### config.mk
export PLATFORM = sky130hd
export DESIGN_NAME = thca_fifo
export DESIGN_NICKNAME = d
export VERILOG_FILES = /design/src/design/thca_pkg.sv /design/src/design/thca_fifo.sv
export VERILOG_INCLUDE_DIRS = /design/src /design/src/design
export SDC_FILE = /design/constraint.sdc
export NUM_CORES = 1
export LEC_CHECK = 0
export ABC_AREA = 0
export BUFFER_PORTS_ARGS = -buffer_cell sky130_fd_sc_hd__buf_4
export CAP_MARGIN = 20
export CELL_PAD_IN_SITES_DETAIL_PLACEMENT = 0
export CELL_PAD_IN_SITES_GLOBAL_PLACEMENT = 1
export CORE_MARGIN = 10
export CORE_UTILIZATION = 54
export CTS_CLUSTER_DIAMETER = 30
export DETAILED_ROUTE_END_ITERATION = 12
export HOLD_SLACK_MARGIN = 0.03
export PLACE_DENSITY_LB_ADDON = 0.1
export SYNTH_ARGS = -nofsm -noshare
export SYNTH_HDL_FRONTEND = slang
export SYNTH_SLANG_ARGS = --single-unit
### constraint.sdc
create_clock -name aclk -period 4.6 [get_ports aclk]
set_input_delay 0 -clock aclk [delete_from_list [all_inputs] [get_ports aclk]]
set_output_delay 0 -clock aclk [all_outputs]
set_load 0.05 [all_outputs]
### src/design/three_hall_clarke_angle_assert.svh
// ----------------------------------------------------------------------------
// Assertion macros for the three_hall_clarke_angle design; thca_fifo includes them.
// Each macro expands to one labeled concurrent assertion on aclk, held off
// while aresetn is low.
// ----------------------------------------------------------------------------
`ifndef THREE_HALL_CLARKE_ANGLE_ASSERT_SVH
`define THREE_HALL_CLARKE_ANGLE_ASSERT_SVH

// Same-cycle implication.
`define THCA_ASSERT_NOW(label, ante, cons, msg) \
    label: assert property (@(posedge aclk) disable iff (!aresetn) \
        (ante) |-> (cons)) else $error(msg);

// Next-cycle implication.
`define THCA_ASSERT_NEXT(label, ante, cons, msg) \
    label: assert property (@(posedge aclk) disable iff (!aresetn) \
        (ante) |=> (cons)) else $error(msg);

`endif

### src/design/thca_pkg.sv
`timescale 1ns / 1ps
// ----------------------------------------------------------------------------
// thca_pkg
// Constants, arctangent table and shared types for the Hall angle block.
// ----------------------------------------------------------------------------
package thca_pkg;

    // sqrt(3)/2 in Q1.15
    localparam int unsigned SQRT3_HALF_Q15 = 28378;

    // Angle accumulator: Q9.16 degrees, signed
    localparam int unsigned ZW        = 26;
    localparam int unsigned ATAN_W    = 22;
    localparam int unsigned TABLE_LEN = 24;
    localparam int unsigned FRAC_BITS = 16;

    localparam logic signed [ZW-1:0] Z_PLUS_90  = ZW'(90 * 65536);
    localparam logic signed [ZW-1:0] Z_MINUS_90 = -ZW'(90 * 65536);

    // Whole-degree limit of the electrical angle
    localparam logic [9:0] DEG_LIMIT = 10'd180;

    // Decoupling queue between front and back
    localparam int unsigned FIFO_DEPTH = 4;
    localparam int unsigned FIFO_AW    = 2;

    // atan(2^-i) in Q9.16 degrees, rounded to nearest
    localparam logic [ATAN_W-1:0] ATAN_TABLE [TABLE_LEN] = '{
        22'd2949120, 22'd1740967, 22'd919879, 22'd466945,
        22'd234379,  22'd117305,  22'd58666,  22'd29335,
        22'd14668,   22'd7334,    22'd3667,   22'd1833,
        22'd917,     22'd458,     22'd229,    22'd115,
        22'd57,      22'd29,      22'd14,     22'd7,
        22'd4,       22'd2,       22'd1,      22'd0
    };

    typedef struct packed {
        logic full;
        logic empty;
    } fifo_status_t;

endpackage

### src/design/thca_fifo.sv
`timescale 1ns / 1ps
// ----------------------------------------------------------------------------
// thca_fifo
// Short request queue between front and back.
// ----------------------------------------------------------------------------
module thca_fifo
    import thca_pkg::*;
#(
    parameter int unsigned DW = 88
) (
    input  logic          aclk,
    input  logic          aresetn,
    input  logic          push,
    input  logic [DW-1:0] wr_data,
    input  logic          pop,
    output logic [DW-1:0] rd_data,
    output fifo_status_t  status
);

    `include "three_hall_clarke_angle_assert.svh"

    logic [DW-1:0]      mem [FIFO_DEPTH];
    logic [FIFO_AW-1:0] wr_ptr_reg, wr_ptr_next;
    logic [FIFO_AW-1:0] rd_ptr_reg, rd_ptr_next;
    logic [FIFO_AW:0]   cnt_reg, cnt_next;

    assign status.full  = (cnt_reg == (FIFO_AW+1)'(FIFO_DEPTH));
    assign status.empty = (cnt_reg == '0);
    assign rd_data      = mem[rd_ptr_reg];

    always_comb begin
        wr_ptr_next = push ? wr_ptr_reg + 1'b1 : wr_ptr_reg;
        rd_ptr_next = pop  ? rd_ptr_reg + 1'b1 : rd_ptr_reg;
        cnt_next    = cnt_reg;
        if (push && !pop) begin
            cnt_next = cnt_reg + 1'b1;
        end else if (pop && !push) begin
            cnt_next = cnt_reg - 1'b1;
        end
    end

    always_ff @(posedge aclk) begin
        if (!aresetn) begin
            wr_ptr_reg <= '0;
            rd_ptr_reg <= '0;
            cnt_reg    <= '0;
        end else begin
            wr_ptr_reg <= wr_ptr_next;
            rd_ptr_reg <= rd_ptr_next;
            cnt_reg    <= cnt_next;
        end
    end

    always_ff @(posedge aclk) begin
        if (push) begin
            mem[wr_ptr_reg] <= wr_data;
        end
    end

    `THCA_ASSERT_NOW(a_cnt_bound, 1'b1, cnt_reg <= (FIFO_AW+1)'(FIFO_DEPTH), "queue overfilled")
    `THCA_ASSERT_NEXT(a_push_grows, push && !pop, cnt_reg == $past(cnt_reg) + 1'b1, "push lost")
    `THCA_ASSERT_NEXT(a_pop_shrinks, pop && !push, cnt_reg == $past(cnt_reg) - 1'b1, "pop lost")
    `THCA_ASSERT_NEXT(a_ptr_track, push || pop,
        (wr_ptr_reg - rd_ptr_reg) == cnt_reg[FIFO_AW-1:0], "pointers out of step")

endmodule

-- Word-level counts from Yosys, hierarchy flattened
Memories as Yosys holds them, arrays and structs flattened. A register that Yosys moved wholly into a read port is not among the register bits.
Cells that the tools add are included.
- register bits: 7
- bits in latches: 0
- RAM bits: 352
- bits in read-only memories: 0
- input bits: 92
- output and inout port bits: 90
- logic and storage cells: 21
- memories: 1
- add/sub/neg operators: 4
- $mul: 0
- div/mod/pow operators: 0
- magnitude comparators: 0
- equal/unequal tests: 1
- shift-type cells: 0
- mux-type cells: 6
- bitwise logic cells: 0
- reduce and logical (&&, ||, !) cells: 6
- memory list (name ; words ; bits a word ; rd ports ; clocked after memory_dff ; write ports ; RTL line ; RTL):
    mem ; 4 ; 88 ; 1 ; 1 ; 1 ; thca_fifo.sv:22 ; logic [DW-1:0] mem [FIFO_DEPTH];
- operators with widths (cell ; number):
    two-way mux 3 bit ; 2
    adder 2 x 1 -> 2 bit (second input constant) ; 2
    two-way mux 2 bit ; 2
    adder 3 x 1 -> 3 bit (second input constant) ; 1
    equality test 3 bit (second input constant) ; 1
    logical NOT 3 bit ; 1
    subtractor 3 x 1 -> 3 bit (second input constant) ; 1
    logical AND 1 bit ; 2
    logical NOT 1 bit ; 2
    two-way mux 1 bit ; 2
    nonzero test 2 bit ; 1

-- Depth between registers and ports, before layout
- depth in word-level cells: 4
- depth in mapped cells: 7
- gate-level depth less buffers: 7

-- Least setup slack after synthesis
Ideal clock, no wire load.
- path kind: flip-flop to flip-flop
- from: reg wr_ptr_reg[0]
- to: mem mem[0][0], enable pin
- setup time: 0.456 ns
- arrival: 2.583 ns
- data required time: 4.144 ns
- setup slack: 1.561 ns
- cell stages (with the launch flop): 4
- buffers on the path: 0
- period minus slack after synthesis: 3.039 ns
- path through: dfxtp_1 -> inv_1 -> ha_1 -> and2_1
- RTL lines (what ; RTL line ; RTL):
    start, declared ; thca_fifo.sv:23 ; logic [FIFO_AW-1:0] wr_ptr_reg, wr_ptr_next;
    start signal, assigned ; thca_fifo.sv:48 ; wr_ptr_reg <= wr_ptr_next;
    end, declared ; thca_fifo.sv:22 ;
Straight into the memory's write port.

==> impl_results.md <==
* PortBufs at between 150 and 200
* Number of vias per cell at 5.32
* Final wirelength at 25,900 µm
* Fraction of registers with async set/reset at 0%
* Total GRT Usage at between 15 and 20%
* Nets at 920
* Outcome: finished, final reports clean
* Dominant cell type by area after synthesis: edfxtp_1
* Initial antenna violation count at 0
* Setup crit end kind: output pin
* Post-synth EDFFs at about 350
* Post-synth cell types at 22
* P&R area growth vs syn at 34.3%
* Clock transition at path regs at 0.05 ns
* Iter 0 DRT Violations at about 400
* Die area at between 30,000 and 40,000 µm²
* Final setup fails at 0
* Leakage at 6.10 nW
* Routed vias at 6,330
* Tmin final at 2.69 ns
* CTS resizes at 0
* CTS sink count at 361
* Vias in the first global route at roughly 7k
* Max_cap viols at 0
* Max Buffers Root-to-Sink at 3
* Rel. slew slack at around 28%
* CTS H-tree depth at 2
* Max-slew violation count at 0
* Synthesized area per cell at 26.1 µm²
* Hpwl dp at about 15,000 µm
* Worst VDD drop at between 0.4 and 0.5 mV
* Initial core utilization at 54.5%
* WL/cell at between 20 and 25 µm
* Die Wd at 176 µm
* Post-Syn Nets at 601
* Pin count of the biggest net entering global routing at 71
* CTS buffer count at 55
* Row count at 57
* Cell chosen for the clock root: clkbuf_16
* Mapped Cells at 503
* DRT Pass-1 Iters at 4
* Most frequent cells after synthesis: edfxtp_1, mux4_2, buf_2
* R2R Path Start: wr_ptr_reg[0]
* Yosys warnings at 0
* Fmax at between 300 and 400 MHz
* Die Y at about 180 µm
* Setup Skew at around 0.012 ns
* Antenna Cells at 0
* Io pins at roughly 180
* Routed Antenna Nets at 0
* CTS tree: done
* Number of remaining DRC errors at 0
* First-pass GRT wire length at 40,800 µm
* Layout cell share with drive strength beyond 1 at 43.5%
* Hold path start: wr_data[16]
* Unrepaired setup endpoints after global routing: false
* Synth top area share at between 80 and 90%
* Core Area at 24,100 µm²
* Reg2reg end: mem[3][29]
* Largest cells by area after synthesis: edfxtp_1, mux4_2, dfxtp_1, ha_1, and2_1
* Ratio of final minimum period to clock period at 58.5%
* Placed Cells incl. Taps at 994
* Main synth FF type: edfxtp_1
* Setup_tns at 0 ns
* GRT overflow at 0
* Post-Layout Cell Count at 1,190
* Hold EP: mem[3][16]
* WP data arrival at 2.69 ns
* Slew of the pin with the lowest slew margin at 1.07 ns
* Worst hold stages at 2
* Crit path kind: reg2out
* Flip-flop count of the largest register after layout at 352
* Critical path peak fanout at 62
* Number of synthesized register bits at 361
* Crit start category: register
* PD cells at 510 nW/µm²
* Worst-Skew Late Latency at 0.54 ns
* Register area share after synthesis at 81.8%
* Gpl congestion at 0.713
* R2R setup slack at 2.32 ns
* Top-count cell post-synth: edfxtp_1
* Hold crit path type: in2reg
* # Post-CTS Setup Buffers at 0
* Final hold violations at 0
* Post-Syn Area at 13,100 µm²
* Worst EP required at ~4.6 ns
* R2r worst-path depth at 3
worst max-delay path: stages (launching register included):
cell,delay [ns]
dfxtp_4,0.96
buf_4,0.52
mux4_2,0.41
buf_4,0.21
layer usage:
layer / up-vias / track usage [%] / part of all wire (%)
met5: - / 0 / 0
met4: 0 / 5.02 / 1.9
met3: 42 / 5.72 / 7.3
met2: 172 / 28.6 / 51
met1: 3300 / 20.7 / 40
li1: 2816 / - / -
what timing repair did:
| action | CTS | global route |
|---|---|---|
| hold buffers | 92 | 0 |
| hold endpoints to repair | 361 | 0 |
| setup endpoints to repair | 0 | 0 |
logic make-up (layout without fill, tap and decap cells):
kind of cell	after synthesis	in the layout	share of synthesized area, %
flops	361	361	81.8
simple gates	15	15	0.695
mux	90	90	15.2
fa+ha+maj	6	6	0.629
buf+inv	24	387	1.17
xor+xnor	5	5	0.333
compound gates	2	2	0.0952
how the worst max path moves through the flow:
stage,from,end,cells past startpoint
after global routing,register,rd_data[51],3
after CTS,register,rd_data[38],3
after global placement,register,rd_data[38],3
after floorplan,wr_ptr_reg[0],mem[0][0],3
final,register,rd_data[51],3
after detailed placement,register,rd_data[38],3
cell type report:
| type | instances | area [µm²] |
|---|---|---|
| Clock inverter | 43 | 423 |
| Sequential cell | 361 | 10800 |
| Timing Repair Buffer | 282 | 2410 |
| Multi-Input combinational cell | 118 | 2240 |
| Clock buffer | 58 | 1390 |
| Inverter | 4 | 15.0 |
| Tap cell | 324 | 405 |
| Fill cell | 1406 | 6460 |
power breakdown:
part           switching (mW)  internal, mW  leakage [nW]
Combinational           0.760         0.468          1.94
Sequential             0.0616          3.78          3.31
Clock                    1.44          2.49         0.847
layout by cell type (no fill, tap or decap), types with 3 or more instances in the layout:
cell type,n
and2_1,5
bufinv_16,5
dlygate4sd3_1,92
inv_1,4
clkbuf_1,3
xor2_1,3
buf_4,186
dfxtp_1,7
and2_4,4
edfxtp_1,352
clkinv_4,7
inv_6,5
clkbuf_16,55
clkinvlp_4,13
mux4_2,88
clkinv_2,7
ha_1,5
clkinv_1,5
per-stage QoR:
stage | total power, mW | area [µm²] | hold slack [ns] | worst slack (ns) | utilization, %
5_1_grt | 9.33 | 17600 | 0.186 | 1.80 | 73.2
4_1_cts | 9.09 | 17600 | 0.178 | 1.63 | 72.9
6_report | 9.00 | 17600 | 0.195 | 1.91 | 73.2
3_3_place_gp | 5.05 | 14800 | 0.198 | 2.22 | 61.5
2_1_floorplan | 4.69 | 13100 | 0.0989 | 1.56 | -
3_5_place_dp | 5.07 | 14800 | 0.204 | 2.23 | 61.5
(Power assumes the default switching activity.)
