<file path="src/design/three_hall_clarke_angle_assert.svh">
// ----------------------------------------------------------------------------
// Assertion macros for the three_hall_clarke_angle design; thca_fifo includes them.
// Each macro expands to one labeled concurrent assertion on aclk, held off
// while aresetn is low.
// ----------------------------------------------------------------------------
`ifndef THREE_HALL_CLARKE_ANGLE_ASSERT_SVH
`define THREE_HALL_CLARKE_ANGLE_ASSERT_SVH

// Same-cycle implication.
`define THCA_ASSERT_NOW(label, ante, cons, msg) \
    label: assert property (@(posedge aclk) disable iff (!aresetn) \
        (ante) |-> (cons)) else $error(msg);

// Next-cycle implication.
`define THCA_ASSERT_NEXT(label, ante, cons, msg) \
    label: assert property (@(posedge aclk) disable iff (!aresetn) \
        (ante) |=> (cons)) else $error(msg);

`endif

</file>
<file path="src/design/thca_pkg.sv">
`timescale 1ns / 1ps
// ----------------------------------------------------------------------------
// thca_pkg
// Constants, arctangent table and shared types for the Hall angle block.
// ----------------------------------------------------------------------------
package thca_pkg;

    // sqrt(3)/2 in Q1.15
    localparam int unsigned SQRT3_HALF_Q15 = 28378;

    // Angle accumulator: Q9.16 degrees, signed
    localparam int unsigned ZW        = 26;
    localparam int unsigned ATAN_W    = 22;
    localparam int unsigned TABLE_LEN = 24;
    localparam int unsigned FRAC_BITS = 16;

    localparam logic signed [ZW-1:0] Z_PLUS_90  = ZW'(90 * 65536);
    localparam logic signed [ZW-1:0] Z_MINUS_90 = -ZW'(90 * 65536);

    // Whole-degree limit of the electrical angle
    localparam logic [9:0] DEG_LIMIT = 10'd180;

    // Decoupling queue between front and back
    localparam int unsigned FIFO_DEPTH = 4;
    localparam int unsigned FIFO_AW    = 2;

    // atan(2^-i) in Q9.16 degrees, rounded to nearest
    localparam logic [ATAN_W-1:0] ATAN_TABLE [TABLE_LEN] = '{
        22'd2949120, 22'd1740967, 22'd919879, 22'd466945,
        22'd234379,  22'd117305,  22'd58666,  22'd29335,
        22'd14668,   22'd7334,    22'd3667,   22'd1833,
        22'd917,     22'd458,     22'd229,    22'd115,
        22'd57,      22'd29,      22'd14,     22'd7,
        22'd4,       22'd2,       22'd1,      22'd0
    };

    typedef struct packed {
        logic full;
        logic empty;
    } fifo_status_t;

endpackage

</file>
<file path="src/design/thca_front.sv">
`timescale 1ns / 1ps
// ----------------------------------------------------------------------------
// thca_front
// Accepts sample sets, forms the scaled Clarke vector and folds it into the
// right half plane before handing it to the queue.
// ----------------------------------------------------------------------------
module thca_front
    import thca_pkg::*;
#(
    parameter int unsigned SAMPLE_BITS = 12,
    parameter int unsigned XW          = SAMPLE_BITS + 19
) (
    input  logic                          aclk,
    input  logic                          aresetn,
    input  logic                          s_valid,
    output logic                          s_ready,
    input  logic [SAMPLE_BITS-1:0]        s_phase_a_sample,
    input  logic [SAMPLE_BITS-1:0]        s_phase_b_sample,
    input  logic [SAMPLE_BITS-1:0]        s_phase_c_sample,
    input  fifo_status_t                  fifo_status,
    output logic                          push,
    output logic signed [XW-1:0]          push_x,
    output logic signed [XW-1:0]          push_y,
    output logic signed [ZW-1:0]          push_z
);

    localparam int unsigned PW = SAMPLE_BITS + 17;
    localparam logic signed [16:0] K_SQRT3 = 17'(SQRT3_HALF_Q15);

    logic                 valid_reg, valid_next;
    logic signed [XW-1:0] x_reg, y_reg;
    logic signed [XW-1:0] x_next, y_next;
    logic signed [XW-1:0] sa, sb, sc;
    logic signed [SAMPLE_BITS:0] bc;
    logic signed [PW-1:0] y_prod;
    logic                 accept;

    assign accept  = s_valid && s_ready;
    assign s_ready = !valid_reg || !fifo_status.full;
    assign push    = valid_reg && !fifo_status.full;

    always_comb begin
        sa     = $signed({{(XW-SAMPLE_BITS){1'b0}}, s_phase_a_sample});
        sb     = $signed({{(XW-SAMPLE_BITS){1'b0}}, s_phase_b_sample});
        sc     = $signed({{(XW-SAMPLE_BITS){1'b0}}, s_phase_c_sample});
        bc     = $signed({1'b0, s_phase_b_sample}) - $signed({1'b0, s_phase_c_sample});
        y_prod = PW'(bc) * PW'(K_SQRT3);
        x_next = ((sa <<< 1) - sb - sc) <<< 14;
        y_next = XW'(y_prod);
    end

    always_comb begin
        valid_next = valid_reg;
        if (accept) begin
            valid_next = 1'b1;
        end else if (push) begin
            valid_next = 1'b0;
        end
    end

    always_ff @(posedge aclk) begin
        if (!aresetn) begin
            valid_reg <= 1'b0;
        end else begin
            valid_reg <= valid_next;
        end
    end

    always_ff @(posedge aclk) begin
        if (accept) begin
            x_reg <= x_next;
            y_reg <= y_next;
        end
    end

    // Fold the left half plane by a quarter turn
    always_comb begin
        push_x = x_reg;
        push_y = y_reg;
        push_z = '0;
        if (x_reg < 0) begin
            if (y_reg >= 0) begin
                push_x = y_reg;
                push_y = -x_reg;
                push_z = Z_PLUS_90;
            end else begin
                push_x = -y_reg;
                push_y = x_reg;
                push_z = Z_MINUS_90;
            end
        end
    end

endmodule

</file>
<file path="config.mk">
export PLATFORM = sky130hd
export DESIGN_NAME = thca_front
export DESIGN_NICKNAME = d
export VERILOG_FILES = /design/src/design/three_hall_clarke_angle_assert.svh /design/src/design/thca_pkg.sv /design/src/design/thca_front.sv
export SDC_FILE = /design/constraint.sdc
export NUM_CORES = 1
export LEC_CHECK = 0
export ABC_AREA = 0
export BUFFER_PORTS_ARGS = -buffer_cell sky130_fd_sc_hd__clkbuf_2
export CORE_ASPECT_RATIO = 0.5
export CORE_UTILIZATION = 60
export CTS_BUF_LIST = sky130_fd_sc_hd__clkbuf_2 sky130_fd_sc_hd__clkbuf_4 sky130_fd_sc_hd__clkbuf_8
export CTS_CLUSTER_DIAMETER = 120
export CTS_CLUSTER_SIZE = 14
export DETAILED_ROUTE_END_ITERATION = 7
export HOLD_SLACK_MARGIN = 0.1
export MAX_ROUTING_LAYER = met4
export PLACE_DENSITY = 0.84
export SYNTH_ARGS = -nofsm -noshare
export SYNTH_HDL_FRONTEND = slang
export SYNTH_SLANG_ARGS = --single-unit
</file>
<file path="constraint.sdc">
create_clock -name aclk -period 10.35 [get_ports aclk]
set_clock_uncertainty 0.05 [all_clocks]
set_input_delay 1.035 -clock aclk [delete_from_list [all_inputs] [get_ports aclk]]
set_output_delay 1.035 -clock aclk [all_outputs]
set_load 0.005 [all_outputs]
</file>
# ---- Word level (Yosys, flattened, before mapping)
# Cells that the tools add are included.
# W data, S select, Z words.
dict set report op_classes {
  magnitude_cmp 2
  n_reduce_logical 6
  n_mux 8
  multipliers 1
  n_addsub 5
}
# cell n
set op_table {}
lappend op_table {{$mux W31} 4}
lappend op_table {{$neg A29 Y31} 2}
lappend op_table {{$mux W26} 2}
lappend op_table {{$ge A29 B1 Y1 const B} 1}
lappend op_table {{$lt A29 B1 Y1 const B} 1}
lappend op_table {{$mul A13 B15 Y28 const B} 1}
lappend op_table {{$sub A14 B13 Y15} 1}
lappend op_table {{$sub A13 B12 Y14} 1}
lappend op_table {{$sub A12 B12 Y13} 1}
lappend op_table {{$logic_and A1 B1 Y1} 2}
lappend op_table {{$logic_not A1 Y1} 2}
lappend op_table {{$mux W1} 2}
lappend op_table {{$reduce_bool A2 Y1} 1}
lappend op_table {{$logic_or A1 B1 Y1} 1}
dict set report totals {
  out_inout_bits 90
  register_bits 44
}

# ---- Logic depth before layout (Yosys ltp)
dict set report depth {
  ltp_word 4
  depth_mapped 29
  depth_no_buf 29
}

# ---- Worst setup path after synthesis
# Ideal clock, no wire load.
dict set report synth_path {
  kind {input to register}
  from {input s_phase_b_sample[0]}
  to {register y_reg[24], data pin}
  setup_ns 0.260
  path_slack_ns 2.419
  path_buffers 0
  t_arrival_ns 7.621
  path_stages 28
  path_cell_list {inv_1 -> ha_1 -> inv_1 -> fa_1 -> a21o_1 -> a21oi_1 -> o21ai_0 -> a21o_1 -> a41oi_1 -> nand2b_1 -> xor2_1 -> fa_1 -> ha_1 -> inv_1 -> fa_1 -> inv_1 -> fa_1 -> inv_1 -> fa_1 -> inv_1 -> ha_1 -> ha_1 -> nand2_1 -> or3_1 -> or3b_4 -> a31oi_4 -> a31oi_1 -> xnor2_1}
}
dict set report synth_via {
  elab_chain_cells 2
}
# item line_no
set synth_rtl {}
lappend synth_rtl {{start, declared} thca_front.sv:18} ;# input logic [SAMPLE_BITS-1:0] s_phase_b_sample,
lappend synth_rtl {{$sub A12 B12 Y13} thca_front.sv:46} ;# bc = $signed({1'b0, s_phase_b_sample}) - $signed({1'b0, s_phase_c_sample});
lappend synth_rtl {{$mul A13 B15 Y28} thca_front.sv:47} ;# y_prod = PW'(bc) * PW'(K_SQRT3);
lappend synth_rtl {{net y_prod[24]} thca_front.sv:35} ;# logic signed [PW-1:0] y_prod;
lappend synth_rtl {{end signal, assigned} thca_front.sv:72} ;# y_reg <= y_next;
lappend synth_rtl {{end, declared} thca_front.sv:31} ;# logic signed [XW-1:0] x_reg, y_reg;
# The timed path passes the listed nets, and every way through them passes these cells.
# A chain may end at the register's enable or synchronous reset.

# ---- Worst setup path in the final report
# Ends and elaborated chain as after synthesis.

==> reports/qor.csv <==
metric,value,unit
status,finished clean,
place.port_buffers,108,
core-area,13000,um^2
synth_edf_count,42,
cts-hold-fix-buffers,0,
worst_setup_path_start_kind,input port,
h-tree-depth,2,
drive_gt1_share,13.2,%
drt-initial-drc-count,427,
via_per_inst,5.58,
cts_made_buffers,5,
required,10360,ps
tns,0,ps
worstMarginPinSlew,923,ps
synth_ff_type,edfxtp_1,
final_cell_mix,"171 x inv_1, 130 x ha_1, 108 x clkbuf_2, 75 x fa_1, 71 x a21oi_1",
yosys_warnings,0,
post_cts_buffers,0,
drcViolationCount,0,
num_vias,6603,
hp-start,valid_reg$_SDFFE_PN0P_,
rsz0062_at_grt,no,
ant_nets,0,
yosysSeqAreaShare,15.5,%
clkSinkCount,43,
synth-async-reset-ratio,0,%
synth_xor_area_share,9.01,%
finalSetupViolCount,0,
crit_family,adder cells,
nets,1259,
antenna_found_initial,0,
drt-pass1-iter-count,5,
die-area,14300,um^2
crit_path_end_kind,flop,
wl_per_cell,16.3,um
synth_cell_types,58,
overflow,0,
wirelength,19.3,mm
synth_compound_area_share,13.5,%
yosys.area_share.simple,12.5,%
diodes,0,
synth_fa_ha_area_share,37.9,%
synth_top_family_by_area,adder cells,
relSlewSlack,38.5,%
clk_latency,300,ps
crit_buf_inv,5,
ios,131,
crit_start,s_phase_b_sample[0],
post_cts_resized,0,
cts_root_buf,clkbuf_8,
maxCapViolations,0,
synth_area_per_cell,8.98,um^2
grt_start_max_net_pins,85,
largest_reg_flops,28,
synthMuxAreaShare,0.500,%
syn_area,8260,um^2
timing.rr.start,valid_reg$_SDFFE_PN0P_,
worst-path-max-fanout,6,
cp.arrival,8570,ps
path_clk_slew,80,ps
rows,29,
hold_path.class,reg -> reg,
slew_viol_final,0,
die_w,168,um
post-route-period-util,82.7,%
cts_tree,done,
crit_type,in -> reg,
hold_viol_final,0,
syn_to_final_growth,8.60,%
fin_crit,8560,ps
cp_slowest_stage_delay,620,ps
postSynthCellCount,920,
track_usage,28.6,%
grt_pass1_vias,6331,
cpMaxStageDelayCell,fa_1,
synth-seq-cells,43,
clock.fmax,117,MHz
die_h,85.0,um
grt_pass1_wl,31.1,mm
clockBufferDepth,2,
final_common_cell,inv_1,
place.gp.congestion,0.918,
dpl.hpwl,16.6,mm
initial_core_util,63.4,%
cp_common_cell,fa_1,
==> cell type report <==
class / instances / area, um^2
multi-input cells: 682 / 6140
fillers: 1017 / 4060
well taps: 170 / 213
flip-flops and latches: 43 / 1280
clock buffers: 6 / 76.3
inverters: 171 / 642
clock inverters: 2 / 60.1
repair buffers: 110 / 556
==> final timing paths <==
kind                                                to  slack, ps  depth (start not counted)
worst max-delay path               y_reg[24]$_DFFE_PP_       1790                         28
worst min-delay path            valid_reg$_SDFFE_PN0P_        500                          2
worst max register to register      y_reg[6]$_DFFE_PP_       8770                          2
worst min register to register  valid_reg$_SDFFE_PN0P_        500                          2
==> worst register-to-register path: stages (launching register included) <==
cell and delay, ps:
dfxtp_1 330, nand2_1 70, and2_2 760
==> routing by layer <==
layer	wire (um)	global-route usage, %	vias up
met5	0	-	-
met4	242	5.00	0
met3	1260	3.92	27
met2	8770	46.5	249
met1	8990	38.9	3128
li1	-	-	3199
==> Yosys cell counts (4+ instances only) <==
library cell	instances	share of area (%)
a211oi_1	5	0.45
a21o_1	18	1.6
a21oi_1	71	4.3
a31oi_1	6	0.45
and2_1	12	0.91
buf_4	28	2.5
clkbuf_1	15	0.68
edfxtp_1	42	15
fa_1	75	18
ha_1	130	20
inv_1	171	7.8
nand2_1	29	1.3
nand2b_1	9	0.68
nand3_1	9	0.55
nor2_1	66	3.0
nor2b_1	23	1.7
nor3_1	16	0.97
nor4_1	5	0.38
o21a_1	11	1.0
o21ai_0	19	1.2
o21bai_1	7	0.64
o31ai_1	9	0.82
or3_1	4	0.30
xnor2_1	55	5.8
xor2_1	30	3.2
==> metrics by stage <==
step | setup WS [ps] | hold WS (ps) | utilization [%] | cells | cell area (um^2)
2_1_floorplan | 2420 | 437 | - | 940 | 8340
3_3_place_gp | 1620 | 453 | 67.8 | 1176 | 8830
3_5_place_dp | 1520 | 482 | 67.8 | 1176 | 8830
4_1_cts | 1800 | 500 | 68.9 | 1184 | 8970
5_1_grt | 1390 | 534 | 68.9 | 1184 | 8970
6_report | 1790 | 497 | 68.9 | 1184 | 8970
==> cell families after synthesis <==
logic type	after synthesis
buffers and inverters	215
adder cells (fa/ha/maj)	205
AND/OR/NAND/NOR	196
AO/OA/AOI/OAI	171
XOR/XNOR	85
flip-flops	43
multiplexers	4
other	1
Power is not shown: default switching activity piles up to over one toggle a cycle in this logic, so the estimate is an artifact.
